### src/hw/rtl/assert_macros.svh
// Assertion macros of the digest engine, included by its core RTL file.
`ifndef ASSERT_MACROS_SVH
`define ASSERT_MACROS_SVH
`ifndef SYNTH
// Property that must hold whenever the antecedent is seen (same cycle).
`define HS_ASSERT_IMPL(lbl, ante, cons) \
  lbl: assert property (@(posedge clk_i) disable iff (!rst_ni) (ante) |-> (cons)) \
    else $error("assertion failed");
// Property whose consequent must hold in the cycle after the antecedent.
`define HS_ASSERT_NEXT(lbl, ante, cons) \
  lbl: assert property (@(posedge clk_i) disable iff (!rst_ni) (ante) |=> (cons)) \
    else $error("assertion failed");
// Condition that must never be seen.
`define HS_ASSERT_NEVER(lbl, cond) \
  lbl: assert property (@(posedge clk_i) disable iff (!rst_ni) !(cond)) \
    else $error("assertion failed");
`else
`define HS_ASSERT_IMPL(lbl, ante, cons)
`define HS_ASSERT_NEXT(lbl, ante, cons)
`define HS_ASSERT_NEVER(lbl, cond)
`endif
`endif

### src/hw/rtl/hs_pkg.sv
// Types, constants and round functions of the SHA-256 / HMAC digest engine.
package hs_pkg;

  typedef enum logic [1:0] {
    OP_KEY = 2'd0,
    OP_MSG = 2'd1,
    OP_FIN = 2'd2,
    OP_NOP = 2'd3
  } opcode_e;

  typedef struct packed {
    logic [1:0] opcode;
    logic [7:0] data_byte;
  } in_t;

  typedef struct packed {
    logic [31:0] digest_word;
    logic [2:0]  word_index;
    logic        last_word;
  } out_t;

  typedef logic [7:0][31:0] hash_t;

  localparam hash_t SHA_IV = {
    32'h5be0cd19, 32'h1f83d9ab, 32'h9b05688c, 32'h510e527f,
    32'ha54ff53a, 32'h3c6ef372, 32'hbb67ae85, 32'h6a09e667
  };

  localparam logic [31:0] ROUND_K [64] = '{
    32'h428a2f98, 32'h71374491, 32'hb5c0fbcf, 32'he9b5dba5,
    32'h3956c25b, 32'h59f111f1, 32'h923f82a4, 32'hab1c5ed5,
    32'hd807aa98, 32'h12835b01, 32'h243185be, 32'h550c7dc3,
    32'h72be5d74, 32'h80deb1fe, 32'h9bdc06a7, 32'hc19bf174,
    32'he49b69c1, 32'hefbe4786, 32'h0fc19dc6, 32'h240ca1cc,
    32'h2de92c6f, 32'h4a7484aa, 32'h5cb0a9dc, 32'h76f988da,
    32'h983e5152, 32'ha831c66d, 32'hb00327c8, 32'hbf597fc7,
    32'hc6e00bf3, 32'hd5a79147, 32'h06ca6351, 32'h14292967,
    32'h27b70a85, 32'h2e1b2138, 32'h4d2c6dfc, 32'h53380d13,
    32'h650a7354, 32'h766a0abb, 32'h81c2c92e, 32'h92722c85,
    32'ha2bfe8a1, 32'ha81a664b, 32'hc24b8b70, 32'hc76c51a3,
    32'hd192e819, 32'hd6990624, 32'hf40e3585, 32'h106aa070,
    32'h19a4c116, 32'h1e376c08, 32'h2748774c, 32'h34b0bcb5,
    32'h391c0cb3, 32'h4ed8aa4a, 32'h5b9cca4f, 32'h682e6ff3,
    32'h748f82ee, 32'h78a5636f, 32'h84c87814, 32'h8cc70208,
    32'h90befffa, 32'ha4506ceb, 32'hbef9a3f7, 32'hc67178f2
  };

  localparam logic [7:0] IPAD_BYTE = 8'h36;
  localparam logic [7:0] OPAD_BYTE = 8'h5c;
  localparam logic [7:0] PAD_BYTE  = 8'h80;
  localparam logic [6:0] LEN_POS   = 7'd56;

  function automatic logic [31:0] rotr(input logic [31:0] x, input int unsigned n);
    return (x >> n) | (x << (32 - n));
  endfunction

  function automatic logic [31:0] bsig0(input logic [31:0] x);
    return rotr(x, 2) ^ rotr(x, 13) ^ rotr(x, 22);
  endfunction

  function automatic logic [31:0] bsig1(input logic [31:0] x);
    return rotr(x, 6) ^ rotr(x, 11) ^ rotr(x, 25);
  endfunction

  function automatic logic [31:0] ssig0(input logic [31:0] x);
    return rotr(x, 7) ^ rotr(x, 18) ^ (x >> 3);
  endfunction

  function automatic logic [31:0] ssig1(input logic [31:0] x);
    return rotr(x, 17) ^ rotr(x, 19) ^ (x >> 10);
  endfunction

endpackage

### src/hw/rtl/hs_round.sv
// SHA-256 compression unit: one round per cycle over a rolling message schedule.
module hs_round import hs_pkg::*; (
  input  logic         clk_i,
  input  logic         rst_ni,
  input  logic         start_i,
  input  logic [511:0] block_i,
  input  hash_t        hash_i,
  output hash_t        state_o,
  output logic         done_o
);

  hash_t             v_q, v_d;
  logic [15:0][31:0] w_q, w_d;
  logic [5:0]        rnd_q;
  logic              busy_q;
  logic              done_q;
  logic [31:0]       t1, t2, w_new;

  always_comb begin
    t1 = v_q[7] + bsig1(v_q[4]) + ((v_q[4] & v_q[5]) ^ (~v_q[4] & v_q[6]))
       + ROUND_K[rnd_q] + w_q[0];
    t2 = bsig0(v_q[0]) + ((v_q[0] & v_q[1]) ^ (v_q[0] & v_q[2]) ^ (v_q[1] & v_q[2]));
    v_d[0] = t1 + t2;
    v_d[1] = v_q[0];
    v_d[2] = v_q[1];
    v_d[3] = v_q[2];
    v_d[4] = v_q[3] + t1;
    v_d[5] = v_q[4];
    v_d[6] = v_q[5];
    v_d[7] = v_q[6];
    w_new = ssig1(w_q[14]) + w_q[9] + ssig0(w_q[1]) + w_q[0];
    for (int j = 0; j < 15; j++) begin
      w_d[j] = w_q[j+1];
    end
    w_d[15] = w_new;
  end

  always_ff @(posedge clk_i or negedge rst_ni) begin
    if (!rst_ni) begin
      busy_q <= 1'b0;
      done_q <= 1'b0;
      rnd_q  <= '0;
    end else begin
      done_q <= 1'b0;
      if (start_i) begin
        busy_q <= 1'b1;
        rnd_q  <= '0;
      end else if (busy_q) begin
        rnd_q <= rnd_q + 6'd1;
        if (rnd_q == 6'd63) begin
          busy_q <= 1'b0;
          done_q <= 1'b1;
        end
      end
    end
  end

  always_ff @(posedge clk_i) begin
    if (start_i) begin
      v_q <= hash_i;
      for (int j = 0; j < 16; j++) begin
        w_q[j] <= block_i[511 - 32*j -: 32];
      end
    end else if (busy_q) begin
      v_q <= v_d;
      w_q <= w_d;
    end
  end

  assign state_o = v_q;
  assign done_o  = done_q;

endmodule

### config.mk
export PLATFORM = sky130hd
export DESIGN_NAME = hs_round
export DESIGN_NICKNAME = d
export VERILOG_FILES = /design/src/hw/rtl/assert_macros.svh /design/src/hw/rtl/hs_pkg.sv /design/src/hw/rtl/hs_round.sv
export SDC_FILE = /design/constraint.sdc
export NUM_CORES = 2
export LEC_CHECK = 0
export BUFFER_PORTS_ARGS = -buffer_cell sky130_fd_sc_hd__buf_2
export CAP_MARGIN = 20
export CORE_MARGIN = 3
export CORE_UTILIZATION = 29
export DETAILED_ROUTE_END_ITERATION = 8
export GPL_TIMING_DRIVEN = 0
export PLACE_DENSITY_LB_ADDON = 0.08
export SYNTH_ARGS = -nofsm -noshare
export SYNTH_HDL_FRONTEND = slang
export SYNTH_SLANG_ARGS = --single-unit
### constraint.sdc
create_clock -name clk_i -period 10.6 [get_ports clk_i]
set_input_delay 1.59 -clock clk_i [delete_from_list [all_inputs] [get_ports clk_i]]
set_output_delay 1.59 -clock clk_i [all_outputs]
set_load 0.02 [all_outputs]
==> reports/results.ini <==
[sta]
drv_slew = 0
fin_skew_ns = 0.0414
setup_violations = 0
finalHoldViolations = 0
max_slew_margin_pct = 26.1
max_freq_mhz = 97.0
worst_slew_pin_slew_ns = 1.11
post-route-min-period_ns = 10.31
fin_crit_sh_pct = 97.3
grt_setup_unrepaired = false
worst_hold_slack_ns = 0.540

[routing]
drc_errors = 0
first_iter_violations = 3109
ant_nets = 0
num_vias = 37500
routed_via_density = 5.03
wire_per_inst_um = 33.6
wirelength_um = 250000
dr.pass1.iters = 7

[worst_hold_path]
hold_class = register to register

[placed_design]
hpwlAfterDp_um = 207000
io_buffer_count = 1026
place_area_sq_um = 57400
gp_congestion = 0.965

[job]
drv_cap = 0

[synth]
synth-xor-area-share_pct = 6.71
ys_seq_area_share_pct = 47.5
yosys-top-cells-area = edfxtp_1 (47%), mux2_2 (16%), fa_1 (7.7%)
yosysWarnings = 0
synth.largest_area_cell = edfxtp_1
synth.area.mux_share_pct = 16.0
synth_top_family_by_area = multiplexers
syn-num-nets = 5092
synth_cell_types = 79
ys_seq_elements = 776
synthArstFlopShare_pct = 1.03
synth-simple-area-share_pct = 4.34
ys.flop_type = edfxtp_1
syn-cell-area_sq_um = 48900
synth_compound_area_share_pct = 8.98
synth_top_area_share_pct = 47.1
synth-adder-area-share_pct = 11.6
synth-edff-count = 768
avgSynthCellArea_sq_um = 12.3
synthCells = 3985

[cts]
cts_max_level = 3
ctsHoldBuffers = 0
cts_tree = done
clock_sinks = 776
clk_latency_ns = 0.76
cts_root_buf = clkbuf_16
clk_pin_slew_worst_paths_ns = 0.06
cts_buffer_depth = 3
numCtsBuffers = 96

[final_layout]
layout-drive-gt1-share_pct = 36.5
nFillCells = 17100
final_cell_mix = buf_2 (1,028), edfxtp_1 (768), mux2_2 (680), inv_1 (404), o21ai_0 (231)
fin_nets = 6240
layout_commonest_cell = buf_2
final_util_pct = 36.1
stdcell_area_sq_um = 60500
syn_to_final_growth_pct = 23.6

[worst_setup_path]
critPathMaxFanout = 10
critPathCaptureType = register
critPathSlowestCell = buf_1
arrival_ns = 10.76
crit_type = register to register
crit_path_max_incr_delay_ns = 0.76
cp.required_ns = 11.05
crit_path_start_kind = register

[grt]
grt_antenna_before_repair = 100
grt_start_max_net_pins = 63
grt_pass1_wl_um = 331000
grt.total_usage_pct = 28.0
grt-ovfl-total = 0
grt_pass1_vias = 37400

[die]
rows = 150
die_h_um = 417
die_w_um = 417
coreArea_sq_um = 167000
die_area_sq_um = 174000
ios = 1028
start_util_pct = 29.2

[run_status]
status = completed

==> area by class of cell <==
type | count | area (sq um) | share of cell area, %
multi-input combinational | 2576 | 23300 | 38.5
inverter | 408 | 1540 | 2.54
sequential | 776 | 23300 | 38.5
clock inverter | 53 | 448 | 0.741
tap | 2204 | 2760 | 4.56
clock buffer | 119 | 2510 | 4.15
buffer | 224 | 851 | 1.41
antenna | 43 | 108 | 0.178
timing repair buffer | 1051 | 5690 | 9.41
==> sequential cells by signal (all words and copies together), names as in the netlist <==
register  flops
done_o        1
w_q          32
rnd_q         6
busy_q        1
w_d         480
state_o     256
==> synth_stat cells (all sizes together) (27+ instances only) <==
master	instances
edfxtp	768
mux2	680
inv	407
o21ai	242
nand2	218
clkbuf	208
xnor2	206
fa	189
xor2	166
a21oi	149
ha	147
nor2	100
a21o	91
nor3	33
nand2b	27
==> routing by layer <==
layer | global-route usage, % | share of wire [%]
met1 | 36.8 | 43
met2 | 45.7 | 47
met3 | 4.92 | 5.5
met4 | 11.2 | 4.5
met5 | 0 | 0.068
==> critical path: cells and delay by family (launching register included) <==
family / cells / cell delay [ns]
flip-flops: 1 / 0.32
adder cells (fa/ha/maj): 4 / 1.59
XOR/XNOR: 2 / 0.55
buffers and inverters: 6 / 2.66
AO/OA/AOI/OAI: 19 / 4.66
AND/OR/NAND/NOR: 2 / 0.21
==> final timing paths <==
path                          start     endpoint  slack [ns]  depth (start not counted)
min reg2reg                w_d[463]     w_d[431]        0.54                          1
min                        w_d[463]     w_d[431]        0.54                          1
min in group asynchronous    rst_ni       done_o        0.77                          1
max reg2reg                rnd_q[3]  state_o[29]        0.29                         33
max                        rnd_q[3]  state_o[29]        0.29                         33
max in group asynchronous    rst_ni     rnd_q[2]        9.49                          1
==> cell families (layout without fill, tap and decap cells) <==
logic type | after synthesis | count (layout)
xor+xnor | 373 | 373
buf+inv | 633 | 1855
fa+ha+maj | 339 | 339
other cells | 0 | 43
compound gates | 695 | 695
mux | 694 | 694
simple gates | 475 | 475
flops | 776 | 776
==> repair_timing <==
action / 4_1_cts / 5_1_grt
gates resized for setup: 4 / 8
setup endpoints to repair: 22 / 7
buffers inserted: 0 / 2
hold endpoints to repair: 0 / 0
==> stage by stage <==
stage	worst slack [ns]	cells	TNS (ns)
4_1_cts	0.0552	7409	0
2_1_floorplan	1.95	3985	0
3_3_place_gp	-3.84	7215	-2915.79
3_5_place_dp	-0.973	7238	-6.62
5_1_grt	0.00395	7437	0
6_report	0.287	7454	0
Power is left out: the tool's default activity adds up to more than one toggle a clock period on the data nets, which glitch-free logic cannot reach.
